--- config.mk ---
export PLATFORM = sky130hd
export DESIGN_NAME = utf8_stream_decoder_top
export DESIGN_NICKNAME = d
export VERILOG_FILES = /design/src/u8d_pkg.sv /design/src/u8d_decode.sv /design/src/u8d_emit.sv /design/src/utf8_stream_decoder_top.sv
export SDC_FILE = /design/constraint.sdc
export NUM_CORES = 1
export LEC_CHECK = 0
export ABC_AREA = 1
export BUFFER_PORTS_ARGS = -buffer_cell sky130_fd_sc_hd__buf_2
export CAP_MARGIN = 10
export CORE_ASPECT_RATIO = 1.2
export CORE_MARGIN = 5
export CORE_UTILIZATION = 25
export CTS_CLUSTER_DIAMETER = 30
export DETAILED_ROUTE_END_ITERATION = 8
export HOLD_SLACK_MARGIN = 0.02
export PLACE_DENSITY = 0.48
export REMOVE_ABC_BUFFERS = 1
export SYNTH_ARGS = -nofsm -noshare
export SYNTH_HDL_FRONTEND = slang
export SYNTH_HIERARCHICAL = 1
export SYNTH_SLANG_ARGS = --single-unit
--- constraint.sdc ---
create_clock -name i_clk -period 3.4 [get_ports i_clk]
set_input_delay 0.34 -clock i_clk [delete_from_list [all_inputs] [get_ports i_clk]]
set_output_delay 0.34 -clock i_clk [all_outputs]
set_load 0.05 [all_outputs]
--- src/u8d_pkg.sv ---
// ----------------------------------------------------------------------------
// u8d_pkg
// Shared types and constants for the UTF-8 stream decoder.
// ----------------------------------------------------------------------------
package u8d_pkg;

    // Field widths
    localparam int CP_W   = 21;  // code point width
    localparam int RUN_W  = 3;   // results per byte, 0..4
    localparam int CNT_W  = 2;   // expected / held byte counters

    // Byte class masks and tags
    localparam logic [7:0] C_TOP2     = 8'o300;  // top two bits
    localparam logic [7:0] C_CONT     = 8'o200;  // continuation tag 10xxxxxx
    localparam logic [7:0] C_TOP3     = 8'o340;  // top three bits / 3-byte tag
    localparam logic [7:0] C_TOP4     = 8'o360;  // top four bits / 4-byte tag
    localparam logic [7:0] C_TOP5     = 8'o370;  // top five bits
    localparam logic [7:0] C_PAY2     = 8'o037;  // payload of a 2-byte lead
    localparam logic [7:0] C_PAY3     = 8'o017;  // payload of a 3-byte lead
    localparam logic [7:0] C_PAY4     = 8'o007;  // payload of a 4-byte lead
    localparam logic [7:0] C_PAY_CONT = 8'o077;  // payload of a continuation

    // Results caused by one byte: count-1 malformed zeros, then a tail result
    typedef struct packed {
        logic [RUN_W-1:0] count;
        logic [CP_W-1:0]  cp;
        logic             bad;
    } t_run;

endpackage

--- src/u8d_decode.sv ---
// ----------------------------------------------------------------------------
// u8d_decode
// Sequence state and single-pass byte decode; produces the run of results
// that one accepted byte causes.
// ----------------------------------------------------------------------------
module u8d_decode (
    input  logic                     i_clk,
    input  logic                     i_rst_n,
    input  logic                     i_fire,
    input  logic [7:0]               i_data_byte,
    input  logic                     i_end_of_text,
    output u8d_pkg::t_run            o_run
);

    logic [u8d_pkg::CP_W-1:0]  r_bits, n_bits;
    logic [u8d_pkg::CNT_W-1:0] r_expected, n_expected;
    logic [u8d_pkg::CNT_W-1:0] r_held, n_held;

    logic                      is_cont;
    logic                      seq_open;
    logic [u8d_pkg::CP_W-1:0]  cat_bits;
    logic [u8d_pkg::CNT_W-1:0] cat_held;
    logic [u8d_pkg::CNT_W-1:0] cat_expected;
    logic [u8d_pkg::CNT_W-1:0] pre_bad;
    logic [7:0]                b;

    assign b        = i_data_byte;
    assign is_cont  = (b & u8d_pkg::C_TOP2) == u8d_pkg::C_CONT;
    assign seq_open = r_expected != '0;

    // Append a continuation payload
    assign cat_bits     = {r_bits[u8d_pkg::CP_W-7:0], b[5:0] & u8d_pkg::C_PAY_CONT[5:0]};
    assign cat_held     = r_held + 2'd1;
    assign cat_expected = r_expected - 2'd1;
    assign pre_bad      = seq_open ? r_held : '0;

    // Decode one byte
    always_comb begin
        n_bits     = r_bits;
        n_expected = r_expected;
        n_held     = r_held;
        o_run.count = '0;
        o_run.cp    = '0;
        o_run.bad   = 1'b1;

        if (seq_open && is_cont) begin
            if (cat_expected == '0) begin
                o_run.count = u8d_pkg::RUN_W'(1);
                o_run.cp    = cat_bits;
                o_run.bad   = 1'b0;
                n_expected  = '0;
                n_held      = '0;
            end else if (i_end_of_text) begin
                o_run.count = u8d_pkg::RUN_W'(cat_held);
                n_expected  = '0;
                n_held      = '0;
            end else begin
                n_bits     = cat_bits;
                n_expected = cat_expected;
                n_held     = cat_held;
            end
        end else begin
            // held bytes of a broken sequence, then the byte as a lead
            o_run.count = u8d_pkg::RUN_W'(pre_bad);
            n_expected  = '0;
            n_held      = '0;
            if (!b[7]) begin
                o_run.count = u8d_pkg::RUN_W'(pre_bad) + u8d_pkg::RUN_W'(1);
                o_run.cp    = u8d_pkg::CP_W'(b);
                o_run.bad   = 1'b0;
            end else if ((b & u8d_pkg::C_TOP3) == u8d_pkg::C_TOP2) begin
                if (i_end_of_text) begin
                    o_run.count = u8d_pkg::RUN_W'(pre_bad) + u8d_pkg::RUN_W'(1);
                end else begin
                    n_bits     = u8d_pkg::CP_W'(b & u8d_pkg::C_PAY2);
                    n_expected = 2'd1;
                    n_held     = 2'd1;
                end
            end else if ((b & u8d_pkg::C_TOP4) == u8d_pkg::C_TOP3) begin
                if (i_end_of_text) begin
                    o_run.count = u8d_pkg::RUN_W'(pre_bad) + u8d_pkg::RUN_W'(1);
                end else begin
                    n_bits     = u8d_pkg::CP_W'(b & u8d_pkg::C_PAY3);
                    n_expected = 2'd2;
                    n_held     = 2'd1;
                end
            end else if ((b & u8d_pkg::C_TOP5) == u8d_pkg::C_TOP4) begin
                if (i_end_of_text) begin
                    o_run.count = u8d_pkg::RUN_W'(pre_bad) + u8d_pkg::RUN_W'(1);
                end else begin
                    n_bits     = u8d_pkg::CP_W'(b & u8d_pkg::C_PAY4);
                    n_expected = 2'd3;
                    n_held     = 2'd1;
                end
            end else begin
                // stray continuation or F8-FF
                o_run.count = u8d_pkg::RUN_W'(pre_bad) + u8d_pkg::RUN_W'(1);
            end
        end

        // end of text always closes the sequence
        if (i_end_of_text) begin
            n_expected = '0;
            n_held     = '0;
        end
    end

    // Sequence state
    always_ff @(posedge i_clk) begin
        if (!i_rst_n) begin
            r_expected <= '0;
            r_held     <= '0;
        end else if (i_fire) begin
            r_expected <= n_expected;
            r_held     <= n_held;
        end
    end

    // Gathered payload bits
    always_ff @(posedge i_clk) begin
        if (i_fire) begin
            r_bits <= n_bits;
        end
    end

    // An open sequence always holds its lead
    a_open_holds: assert property (@(posedge i_clk) disable iff (!i_rst_n)
        (r_expected != '0) |-> (r_held != '0))
        else $error("open sequence with no held bytes");

    // Held plus expected never exceeds a four byte sequence
    a_seq_len: assert property (@(posedge i_clk) disable iff (!i_rst_n)
        (({1'b0, r_held} + {1'b0, r_expected}) <= 3'd4))
        else $error("sequence length out of range");

endmodule

--- src/u8d_emit.sv ---
// ----------------------------------------------------------------------------
// u8d_emit
// Result register: holds one byte's run and hands out its results one per
// transaction; takes the next run as the last result leaves.
// ----------------------------------------------------------------------------
module u8d_emit (
    input  logic                     i_clk,
    input  logic                     i_rst_n,
    input  logic                     i_fire,
    input  u8d_pkg::t_run            i_run,
    output logic                     o_ready,
    output logic                     o_valid,
    input  logic                     i_stall,
    output logic [u8d_pkg::CP_W-1:0] o_code_point,
    output logic                     o_malformed,
    output logic                     o_last_of_run
);

    logic [u8d_pkg::RUN_W-1:0] r_left, n_left;
    logic [u8d_pkg::CP_W-1:0]  r_cp;
    logic                      r_bad;
    logic                      out_fire;
    logic                      on_tail;

    assign on_tail  = r_left == u8d_pkg::RUN_W'(1);
    assign o_valid  = r_left != '0;
    assign out_fire = o_valid && !i_stall;
    assign o_ready  = (r_left == '0) || (on_tail && out_fire);

    // Leading results are malformed zeros; the tail carries the run's value
    assign o_code_point  = on_tail ? r_cp : '0;
    assign o_malformed   = on_tail ? r_bad : 1'b1;
    assign o_last_of_run = on_tail;

    // Remaining result count
    always_comb begin
        n_left = r_left;
        if (i_fire) begin
            n_left = i_run.count;
        end else if (out_fire) begin
            n_left = r_left - u8d_pkg::RUN_W'(1);
        end
    end

    always_ff @(posedge i_clk) begin
        if (!i_rst_n) begin
            r_left <= '0;
        end else begin
            r_left <= n_left;
        end
    end

    // Tail payload
    always_ff @(posedge i_clk) begin
        if (i_fire) begin
            r_cp  <= i_run.cp;
            r_bad <= i_run.bad;
        end
    end

    a_left_range: assert property (@(posedge i_clk) disable iff (!i_rst_n)
        (r_left <= u8d_pkg::RUN_W'(4)))
        else $error("run count out of range");

    // No byte is taken while more than the tail result is pending
    a_no_early_take: assert property (@(posedge i_clk) disable iff (!i_rst_n)
        (r_left > u8d_pkg::RUN_W'(1)) |-> !i_fire)
        else $error("byte taken with results pending");

    // A delivered non-tail result leaves one fewer behind
    a_count_down: assert property (@(posedge i_clk) disable iff (!i_rst_n)
        (out_fire && !on_tail) |=> (r_left == $past(r_left) - u8d_pkg::RUN_W'(1)))
        else $error("result count did not step down");

endmodule

--- src/utf8_stream_decoder_top.sv ---
// ----------------------------------------------------------------------------
// utf8_stream_decoder_top
// UTF-8 byte stream to code point decoder, one byte per transaction in,
// zero to four code point results per byte out.
// ----------------------------------------------------------------------------
//  channel   handshake            payload
//  input     i_valid / o_stall    i_data_byte, i_end_of_text
//  output    o_valid / i_stall    o_code_point, o_malformed, o_last_of_run
//
//  A byte is decoded in the cycle it is taken; its results appear from the
//  result register on the next cycle. A byte giving several results holds
//  the input while the single result register drains them, one result per
//  cycle while i_stall is low.
//  Synchronous active-low reset clears the open sequence and the results.
//  o_stall follows i_stall only while the last result of a run is pending.
// ----------------------------------------------------------------------------
module utf8_stream_decoder_top (
    input  logic                     i_clk,
    input  logic                     i_rst_n,
    input  logic                     i_valid,
    output logic                     o_stall,
    input  logic [7:0]               i_data_byte,
    input  logic                     i_end_of_text,
    output logic                     o_valid,
    input  logic                     i_stall,
    output logic [u8d_pkg::CP_W-1:0] o_code_point,
    output logic                     o_malformed,
    output logic                     o_last_of_run
);

    u8d_pkg::t_run run;
    logic          ready;
    logic          in_fire;

    assign o_stall = !ready;
    assign in_fire = i_valid && ready;

    // Byte decode and sequence state
    u8d_decode u_decode (
        .i_clk         (i_clk),
        .i_rst_n       (i_rst_n),
        .i_fire        (in_fire),
        .i_data_byte   (i_data_byte),
        .i_end_of_text (i_end_of_text),
        .o_run         (run)
    );

    // Result register and output handshake
    u8d_emit u_emit (
        .i_clk         (i_clk),
        .i_rst_n       (i_rst_n),
        .i_fire        (in_fire),
        .i_run         (run),
        .o_ready       (ready),
        .o_valid       (o_valid),
        .i_stall       (i_stall),
        .o_code_point  (o_code_point),
        .o_malformed   (o_malformed),
        .o_last_of_run (o_last_of_run)
    );

endmodule

==> flow_summary.html, run 1 <==
<table>
<tr><th>Metric</th><th>Value</th></tr>
<tr><th colspan="2">Outcome</th></tr>
<tr><td>Status</td><td>complete, no violations</td></tr>
<tr><th colspan="2">Placed design</th></tr>
<tr><td>Count of buffers inserted at the top-level ports</td><td>37</td></tr>
<tr><td>Post-detailed-placement half-perimeter wirelength</td><td>3360 um</td></tr>
<tr><td>Worst setup timing slack at the placement stage</td><td>roughly 0.97 ns</td></tr>
<tr><td>Routability cong.</td><td>0.768</td></tr>
<tr><td>Area post-placement</td><td>2530 sq um</td></tr>
<tr><th colspan="2">Worst setup path</th></tr>
<tr><td>Endpoint required time on the critical path</td><td>3.39 ns</td></tr>
<tr><td>Master of the slowest instance on the critical path</td><td>dfxtp_1</td></tr>
<tr><td>Startpoint class of the critical path</td><td>flop</td></tr>
<tr><td>Cell Chain, Critical Path</td><td>inv_1 -&gt; ha_1 -&gt; nand2_2 -&gt; o21ai_0 -&gt; nand2_1 -&gt; inv_1 -&gt; buf_4 -&gt; nand2_1 -&gt; nor3_2 -&gt; buf_4</td></tr>
<tr><td>Family of cells with the greatest summed delay on the critical path</td><td>buffers and inverters</td></tr>
<tr><td>Setup CP Type</td><td>reg2reg</td></tr>
<tr><td>Endpoint arrival time on the critical path</td><td>between 2 and 2.5 ns</td></tr>
<tr><td>Crit. End Element</td><td>flop</td></tr>
<tr><td>Buffers and inverters on the worst path</td><td>4</td></tr>
<tr><td>Source of the worst register-to-register timing path</td><td>u_emit/r_left[1]</td></tr>
<tr><td>Launch point of the critical path</td><td>u_emit/r_left[1]</td></tr>
<tr><td>CP max stage delay</td><td>0.30 ns</td></tr>
<tr><td>Maximum fanout along the worst path</td><td>24</td></tr>
<tr><th colspan="2">Finish</th></tr>
<tr><td>Utilization after layout</td><td>0.305</td></tr>
<tr><td>Layout-stage area growth over the synthesis result</td><td>18.4%</td></tr>
<tr><td>Fill cell instance count of the final layout</td><td>956</td></tr>
<tr><td>Commonest cells after routing, fill and taps aside</td><td>nor2_1, inv_1, nand2_1, buf_2, edfxtp_1</td></tr>
<tr><td>Final instance area</td><td>2620 sq um</td></tr>
<tr><td>Commonest non-fill, non-tap cell in the layout</td><td>nor2_1</td></tr>
<tr><td>ANT cells</td><td>0</td></tr>
<tr><td>Fraction of final layout cells sized beyond drive strength 1</td><td>0.197</td></tr>
<tr><td>Nets</td><td>about 320</td></tr>
<tr><th colspan="2">Clock network</th></tr>
<tr><td>Post-CTS clock slew at the launch and capture registers of the worst setup and hold paths</td><td>0.08 ns</td></tr>
<tr><td>Number of buffers created by CTS</td><td>5</td></tr>
<tr><td>Maximum number of buffers from clock root to sink</td><td>2</td></tr>
<tr><td>CTS tree</td><td>built</td></tr>
<tr><td>Hold-fix buffers at CTS</td><td>0</td></tr>
<tr><td>Number of buffers inserted to repair setup after CTS</td><td>0</td></tr>
<tr><td>Resize count post-CTS</td><td>0</td></tr>
<tr><td>CTS HTree Levels</td><td>2</td></tr>
<tr><td>Clock tree root buffer cell</td><td>clkbuf_8</td></tr>
<tr><td>Clock latency of the later-clocked register in the worst-skew pair</td><td>0.29 ns</td></tr>
<tr><td>Clk sink count</td><td>44</td></tr>
<tr><th colspan="2">STA</th></tr>
<tr><td>Setup repair after global routing missed its margin</td><td>no</td></tr>
<tr><td>TNS Setup</td><td>0 ns</td></tr>
<tr><td>Pins over their slew limit</td><td>0</td></tr>
<tr><td>F_max</td><td>0.426 GHz</td></tr>
<tr><td>Slew headroom</td><td>0.671</td></tr>
<tr><td>Clock period minus final worst setup slack</td><td>2.35 ns</td></tr>
<tr><td>Setup slack of the critical path after layout</td><td>1.05 ns</td></tr>
<tr><td>Count of final setup violators</td><td>0</td></tr>
<tr><td>Worst-Margin Slew</td><td>0.493 ns</td></tr>
<tr><td>Worst Clk Skew</td><td>slightly above 0.002 ns</td></tr>
<tr><td>Fin. Hold Viols</td><td>0</td></tr>
<tr><td>Final clock period utilization by the worst path</td><td>0.691</td></tr>
<tr><th colspan="2">Pwr</th></tr>
<tr><td>Design Power</td><td>1930 uW</td></tr>
<tr><td>Static power due to leakage</td><td>0.00126 uW</td></tr>
<tr><td>Maximum ir drop on the vdd rail</td><td>0.253 mV</td></tr>
<tr><td>Cell Pwr Density</td><td>between 700 and 800 nW/um^2</td></tr>
<tr><th colspan="2">Logic synthesis</th></tr>
<tr><td>Sequential-to-total area share from yosys stat</td><td>0.565</td></tr>
<tr><td>Synthesized area divided by synthesized cell count</td><td>8.66 sq um</td></tr>
<tr><td>Count of warnings emitted by yosys</td><td>6</td></tr>
<tr><td>Share of flip-flops with an asynchronous set or reset</td><td>0</td></tr>
<tr><td>Top-area cell type share of the netlist area</td><td>0.501</td></tr>
<tr><td>Gate count of the mapped netlist</td><td>around 260</td></tr>
<tr><td>Post-synth top area cell</td><td>edfxtp_1</td></tr>
<tr><td>Number of synthesized flops with an enable pin</td><td>37</td></tr>
<tr><td>Number of distinct standard cells referenced by the synthesized netlist</td><td>23</td></tr>
<tr><td>Top post-synthesis cells by area</td><td>edfxtp_1, nor2_1, inv_1</td></tr>
<tr><td>Yosys reg bits</td><td>44</td></tr>
<tr><td>Post-Syn Area</td><td>between 2000 and 2500 sq um</td></tr>
<tr><td>Most common flop cell mapped by yosys</td><td>edfxtp_1</td></tr>
<tr><th colspan="2">Global route</th></tr>
<tr><td>Total global routing overflow</td><td>0</td></tr>
<tr><td>Maximum number of pins on one net before global-route repair</td><td>25</td></tr>
<tr><td>Number of global-route vias before repair</td><td>1498</td></tr>
<tr><td>Global-route wire length before repair</td><td>7290 um</td></tr>
<tr><td>Global routing usage summed across all routing layers</td><td>0.0880</td></tr>
<tr><td>Antenna violations before repair</td><td>0</td></tr>
<tr><th colspan="2">Worst hold path</th></tr>
<tr><td>Launch point of the worst hold path</td><td>i_data_byte[0]</td></tr>
<tr><td>Path category of the worst min-delay check</td><td>in2reg</td></tr>
<tr><th colspan="2">Routing</th></tr>
<tr><td>Number of iterations in the first detailed-routing pass</td><td>4</td></tr>
<tr><td>Number of design-rule violations left by the first detailed-router iteration</td><td>95</td></tr>
<tr><td>Final antenna-violating net count</td><td>0</td></tr>
<tr><td>Total wire length after detailed routing</td><td>~4400 um</td></tr>
<tr><td>Routed via count</td><td>1604</td></tr>
<tr><td>Avg WL per Cell</td><td>10.6 um</td></tr>
<tr><td>DR DRC count</td><td>0</td></tr>
<tr><td>Drt via density</td><td>3.86</td></tr>
<tr><th colspan="2">Floorplanning</th></tr>
<tr><td>Initial core utilization</td><td>0.257</td></tr>
<tr><td>Chip Height</td><td>113 um</td></tr>
<tr><td>I/O pin count</td><td>38</td></tr>
<tr><td>Width of the chip</td><td>about 96 um</td></tr>
<tr><td>Row count</td><td>37</td></tr>
<tr><td>Core Footprint</td><td>8610 sq um</td></tr>
<tr><td>Die footprint</td><td>10900 sq um</td></tr>
<tr><th colspan="2">Job</th></tr>
<tr><td>Max-cap violation count</td><td>0</td></tr>
</table>
synthesized netlist by cell type (2+ instances only):
library cell,number
buf_2,2
nand2_4,2
edfxtp_1,37
dfxtp_1,7
nor2_1,65
inv_1,58
inv_2,3
nand3_1,13
buf_6,2
nand2_2,2
nand2_1,37
ha_1,6
o21ai_0,7
a21oi_1,6
report_power, final:
part           internal [uW]  leakage [uW]  switching (uW)  total, uW
clock                    143     0.0000479             178        321
combinational            195      0.000795             678        873
sequential               706      0.000415            25.9        732
total                   1040       0.00126             882       1930
flip-flops by register name, indices dropped and copies added (netlist names):
name,cells
u_decode/r_bits,15
u_decode/r_expected,2
u_decode/r_held,2
u_emit/r_bad,1
u_emit/r_cp,21
u_emit/r_left,3
layout make-up:
| type | count | area, sq um | area share |
|---|---|---|---|
| clock buffer | 5 | 68.8 | 0.0262 |
| clock inverter | 3 | 18.8 | 0.00716 |
| sequential | 44 | 1250 | 0.477 |
| multi-input combinational | 146 | 701 | 0.267 |
| tap | 117 | 146 | 0.0558 |
| timing repair buffer | 40 | 208 | 0.0792 |
| inverter | 61 | 229 | 0.0873 |
logic make-up after synthesis:
| group | Yosys count | share of synthesized area |
|---|---|---|
| buffers and inverters | 66 | 0.121 |
| adders and majority gates | 6 | 0.0339 |
| xor gates and xnor gates | 1 | 0.00395 |
| and+or+nand+nor | 123 | 0.230 |
| AOI/OAI and AO/OA | 16 | 0.0457 |
| DFF | 44 | 0.565 |
worst paths after layout:
check,to,slack [ns],depth (start not counted)
worst max-delay path,u_decode/r_bits[4],1.05,10
worst min-delay path,u_decode/r_bits[0],0.25,1
worst max register to register,u_decode/r_bits[4],1.05,10
worst min register to register,u_decode/r_expected[0],0.50,2
metrics by stage:
stage | std cells | hold slack [ns]
after global placement | 408 | 0.480
final | 416 | 0.254
after CTS | 416 | 0.245
after floorplan | 251 | 0.439
after detailed placement | 408 | 0.483
after global routing | 416 | 0.244
routing by layer:
metal	track usage	vias to the layer above	wire [um]	part of all wire
li1	-	864	-	-
met1	0.108	704	2000	0.45
met2	0.145	30	2150	0.49
met3	0.0219	6	189	0.043
met4	0.0370	0	82	0.019
met5	0	-	0	0
worst register-to-register path, stage by stage (launching register included):
cell and delay [ns]:
dfxtp_1 0.30, inv_1 0.10, ha_1 0.17, nand2_2 0.25, o21ai_0 0.30, nand2_1 0.08, inv_1 0.07, buf_4 0.21
nand2_1 0.13, nor3_2 0.18, buf_4 0.25
No activity file was read; power rests on OpenSTA's default activity.
==> run 2, diff against run 1 <==
--- a/config.mk
+++ b/config.mk
@@ -14,7 +14,7 @@
 export CTS_CLUSTER_DIAMETER = 30
 export DETAILED_ROUTE_END_ITERATION = 8
 export HOLD_SLACK_MARGIN = 0.02
-export PLACE_DENSITY = 0.48
+export PLACE_DENSITY = 0.47
 export REMOVE_ABC_BUFFERS = 1
 export SYNTH_ARGS = -nofsm -noshare
 export SYNTH_HDL_FRONTEND = slang
==> constraint.sdc (replaced) <==
create_clock -name i_clk -period 2.3 [get_ports i_clk]
set_input_delay 0.23 -clock i_clk [delete_from_list [all_inputs] [get_ports i_clk]]
set_output_delay 0.23 -clock i_clk [all_outputs]
set_load 0.05 [all_outputs]
==> flow_summary.html, run 2 (same netlist as run 1, synthesis figures left out) <==
<table>
<tr><th>Metric</th><th>Value</th></tr>
<tr><th colspan="2">Clock network</th></tr>
<tr><td>Clock latency of the later-clocked register in the worst-skew pair</td><td>0.29 ns (about the same)</td></tr>
<tr><td>Number of buffers inserted to repair setup after CTS</td><td>0 (unchanged)</td></tr>
<tr><td>Hold-fix buffers at CTS</td><td>0 (unchanged)</td></tr>
<tr><td>Resize count post-CTS</td><td>0 (unchanged)</td></tr>
<tr><td>CTS HTree Levels</td><td>2 (unchanged)</td></tr>
<tr><td>Clock tree root buffer cell</td><td>clkbuf_8 (unchanged)</td></tr>
<tr><td>CTS tree</td><td>built (unchanged)</td></tr>
<tr><td>Maximum number of buffers from clock root to sink</td><td>2 (unchanged)</td></tr>
<tr><td>Post-CTS clock slew at the launch and capture registers of the worst setup and hold paths</td><td>0.08 ns (about the same)</td></tr>
<tr><td>Number of buffers created by CTS</td><td>5 (unchanged)</td></tr>
<tr><td>Clk sink count</td><td>44 (unchanged)</td></tr>
<tr><th colspan="2">Floorplanning</th></tr>
<tr><td>Core Footprint</td><td>8610 sq um (unchanged)</td></tr>
<tr><td>Row count</td><td>37 (unchanged)</td></tr>
<tr><td>Die footprint</td><td>10900 sq um (unchanged)</td></tr>
<tr><td>Width of the chip</td><td>95.9 um (unchanged)</td></tr>
<tr><td>I/O pin count</td><td>38 (unchanged)</td></tr>
<tr><td>Initial core utilization</td><td>0.257 (unchanged)</td></tr>
<tr><td>Chip Height</td><td>113 um (unchanged)</td></tr>
<tr><th colspan="2">Global route</th></tr>
<tr><td>Global routing usage summed across all routing layers</td><td>0.0854 (was 0.0880)</td></tr>
<tr><td>Number of global-route vias before repair</td><td>1579 (was 1498)</td></tr>
<tr><td>Total global routing overflow</td><td>0 (unchanged)</td></tr>
<tr><td>Maximum number of pins on one net before global-route repair</td><td>28 (was 25)</td></tr>
<tr><td>Global-route wire length before repair</td><td>7230 um (was 7290 um)</td></tr>
<tr><td>Antenna violations before repair</td><td>0 (unchanged)</td></tr>
<tr><th colspan="2">Worst setup path</th></tr>
<tr><td>Capturing point of the worst reg2reg path</td><td>u_emit/r_left[2] (was u_decode/r_bits[4])</td></tr>
<tr><td>Worst reg2reg path depth</td><td>11 (was 10)</td></tr>
<tr><td>Cell Chain, Critical Path</td><td>inv_1 -&gt; ha_1 -&gt; nand2_2 -&gt; o21ai_0 -&gt; nand2_1 -&gt; inv_1 -&gt; buf_4 -&gt; inv_1 -&gt; o21a_1 -&gt; nand2_1 -&gt; nor2_1 (was inv_1 -&gt; ha_1 -&gt; nand2_2 -&gt; o21ai_0 -&gt; nand2_1 -&gt; inv_1 -&gt; buf_4 -&gt; nand2_1 -&gt; nor3_2 -&gt; buf_4)</td></tr>
<tr><td>Crit. End Element</td><td>flop (unchanged)</td></tr>
<tr><td>Most frequent CP cell</td><td>inv_1</td></tr>
<tr><td>Endpoint arrival time on the critical path</td><td>2.07 ns (was 2.34 ns)</td></tr>
<tr><td>Startpoint class of the critical path</td><td>flop (unchanged)</td></tr>
<tr><td>Source of the worst register-to-register timing path</td><td>u_emit/r_left[1] (unchanged)</td></tr>
<tr><td>Buffers and inverters on the worst path</td><td>4 (unchanged)</td></tr>
<tr><td>Maximum fanout along the worst path</td><td>27 (was 24)</td></tr>
<tr><td>CP max stage delay</td><td>0.32 ns (was 0.30 ns)</td></tr>
<tr><td>Setup CP Type</td><td>reg2reg (unchanged)</td></tr>
<tr><td>Worst setup slack for register-to-register paths</td><td>0.42 ns (was 1.05 ns)</td></tr>
<tr><td>Master of the slowest instance on the critical path</td><td>buf_4 (was dfxtp_1)</td></tr>
<tr><td>Family of cells with the greatest summed delay on the critical path</td><td>buffers and inverters (unchanged)</td></tr>
<tr><td>Endpoint required time on the critical path</td><td>2.49 ns (was 3.39 ns)</td></tr>
<tr><th colspan="2">Finish</th></tr>
<tr><td>Final instance area</td><td>2630 sq um (was 2620 sq um)</td></tr>
<tr><td>Commonest cells after routing, fill and taps aside</td><td>nor2_1, inv_1, nand2_1, buf_2, edfxtp_1 (unchanged)</td></tr>
<tr><td>Commonest non-fill, non-tap cell in the layout</td><td>nor2_1 (unchanged)</td></tr>
<tr><td>ANT cells</td><td>0 (unchanged)</td></tr>
<tr><td>Fraction of final layout cells sized beyond drive strength 1</td><td>0.200 (was 0.197)</td></tr>
<tr><td>Layout-stage area growth over the synthesis result</td><td>18.7% (was 18.4%)</td></tr>
<tr><td>Largest register by flop count</td><td>u_emit/r_cp (unchanged)</td></tr>
<tr><td>Top flop regs</td><td>u_emit/r_cp: 21 flops, u_decode/r_bits: 15 flops, u_emit/r_left: 3 flops (unchanged)</td></tr>
<tr><td>Max FFs per register</td><td>21 (unchanged)</td></tr>
<tr><td>Nets</td><td>319 (was 317)</td></tr>
<tr><th colspan="2">Placed design</th></tr>
<tr><td>Area post-placement</td><td>2550 sq um (was 2530 sq um)</td></tr>
<tr><td>Count of buffers inserted at the top-level ports</td><td>37 (unchanged)</td></tr>
<tr><td>Post-detailed-placement half-perimeter wirelength</td><td>3140 um (was 3360 um)</td></tr>
<tr><td>Routability cong.</td><td>0.765 (was 0.768)</td></tr>
<tr><th colspan="2">Outcome</th></tr>
<tr><td>Status</td><td>complete, no violations (unchanged)</td></tr>
<tr><th colspan="2">STA</th></tr>
<tr><td>Clock period minus final worst setup slack</td><td>1.88 ns (was 2.35 ns)</td></tr>
<tr><td>Count of final setup violators</td><td>0 (unchanged)</td></tr>
<tr><td>F_max</td><td>0.531 GHz (was 0.426 GHz)</td></tr>
<tr><td>Fin. Hold Viols</td><td>0 (unchanged)</td></tr>
<tr><td>Final clock period utilization by the worst path</td><td>0.818 (was 0.691)</td></tr>
<tr><td>Worst Clk Skew</td><td>0.00526 ns (was 0.00206 ns)</td></tr>
<tr><td>Slew headroom</td><td>0.782 (was 0.671)</td></tr>
<tr><td>Worst-Margin Slew</td><td>0.326 ns (was 0.493 ns)</td></tr>
<tr><td>Setup repair after global routing missed its margin</td><td>no (unchanged)</td></tr>
<tr><td>Pins over their slew limit</td><td>0 (unchanged)</td></tr>
<tr><th colspan="2">Routing</th></tr>
<tr><td>Drt via density</td><td>3.82 (was 3.86)</td></tr>
<tr><td>Number of design-rule violations left by the first detailed-router iteration</td><td>91 (was 95)</td></tr>
<tr><td>Total wire length after detailed routing</td><td>4230 um (was 4430 um)</td></tr>
<tr><td>Final antenna-violating net count</td><td>0 (unchanged)</td></tr>
<tr><td>Routed via count</td><td>1591 (was 1604)</td></tr>
<tr><td>Number of iterations in the first detailed-routing pass</td><td>5 (was 4)</td></tr>
<tr><td>Avg WL per Cell</td><td>10.1 um (was 10.6 um)</td></tr>
<tr><td>DR DRC count</td><td>0 (unchanged)</td></tr>
<tr><th colspan="2">Pwr</th></tr>
<tr><td>Design Power</td><td>2820 uW (was 1930 uW)</td></tr>
<tr><td>Static power due to leakage</td><td>0.00126 uW (about the same)</td></tr>
<tr><td>Cell Pwr Density</td><td>1070 nW/um^2 (was 734 nW/um^2)</td></tr>
<tr><td>Maximum ir drop on the vdd rail</td><td>0.251 mV (was 0.253 mV)</td></tr>
<tr><th colspan="2">Worst hold path</th></tr>
<tr><td>Hold Crit Endpoint</td><td>u_decode/r_bits[1] (was u_decode/r_bits[0])</td></tr>
<tr><td>Number of cells on the worst hold path</td><td>1 (unchanged)</td></tr>
<tr><td>Launch point of the worst hold path</td><td>i_data_byte[1] (was i_data_byte[0])</td></tr>
<tr><td>Path category of the worst min-delay check</td><td>in2reg (unchanged)</td></tr>
<tr><th colspan="2">Job</th></tr>
<tr><td>Max-cap violation count</td><td>0 (unchanged)</td></tr>
</table>
==> run 2: changes by cell type in the layout (fill, tap and decap cells not counted) <==
cell,delta
clkinvlp_4,+1
buf_4,+2
clkinv_2,-1
clkinv_4,-1
==> run 2: worst max path at each step <==
stage / from / endpoint / slack (ns) / cells past startpoint
2_1_floorplan: u_emit/r_left[1] / u_decode/r_bits[0] / -0.99 / 8
3_3_place_gp: u_emit/r_left[1] / u_emit/r_left[2] / 0.44 / 11
3_5_place_dp: u_emit/r_left[1] / u_emit/r_left[2] / 0.38 / 11
4_1_cts: u_emit/r_left[1] / u_emit/r_left[2] / 0.37 / 11
5_1_grt: u_emit/r_left[1] / u_emit/r_left[2] / 0.20 / 11
6_report: u_emit/r_left[1] / u_emit/r_left[2] / 0.42 / 11
==> run 2: layout make-up <==
class | instances | area, sq um
Fill cell | 969 | 5980
Sequential cell | 44 | 1250
Multi-Input combinational cell | 146 | 701
Inverter | 61 | 229
Timing Repair Buffer | 42 | 223
Tap cell | 117 | 146
Clock buffer | 5 | 68.8
Clock inverter | 2 | 12.5
==> run 2: where the power goes <==
| part | internal, uW | switching [uW] |
|---|---|---|
| Clock | 206 | 255 |
| Combinational | 289 | 986 |
| Sequential | 1050 | 40.7 |
==> run 2: per-layer routing <==
metal,global-route usage,up-vias,part of all wire
li1,-,865,-
met1,0.109,695,0.47
met2,0.141,29,0.48
met3,0.0166,2,0.040
met4,0.0342,0,0.0099
met5,0,-,0
==> run 2: metrics by stage <==
| stage | setup WS [ns] | hold slack [ns] | instances | util | TNS, ns |
|---|---|---|---|---|---|
| after floorplan | -0.994 | 0.329 | 251 | - | -14.91 |
| after global placement | 0.444 | 0.437 | 410 | 0.296 | 0 |
| after detailed placement | 0.375 | 0.436 | 410 | 0.296 | 0 |
| after CTS | 0.365 | 0.126 | 417 | 0.306 | 0 |
| after global routing | 0.195 | 0.119 | 417 | 0.306 | 0 |
| final | 0.418 | 0.136 | 417 | 0.306 | 0 |
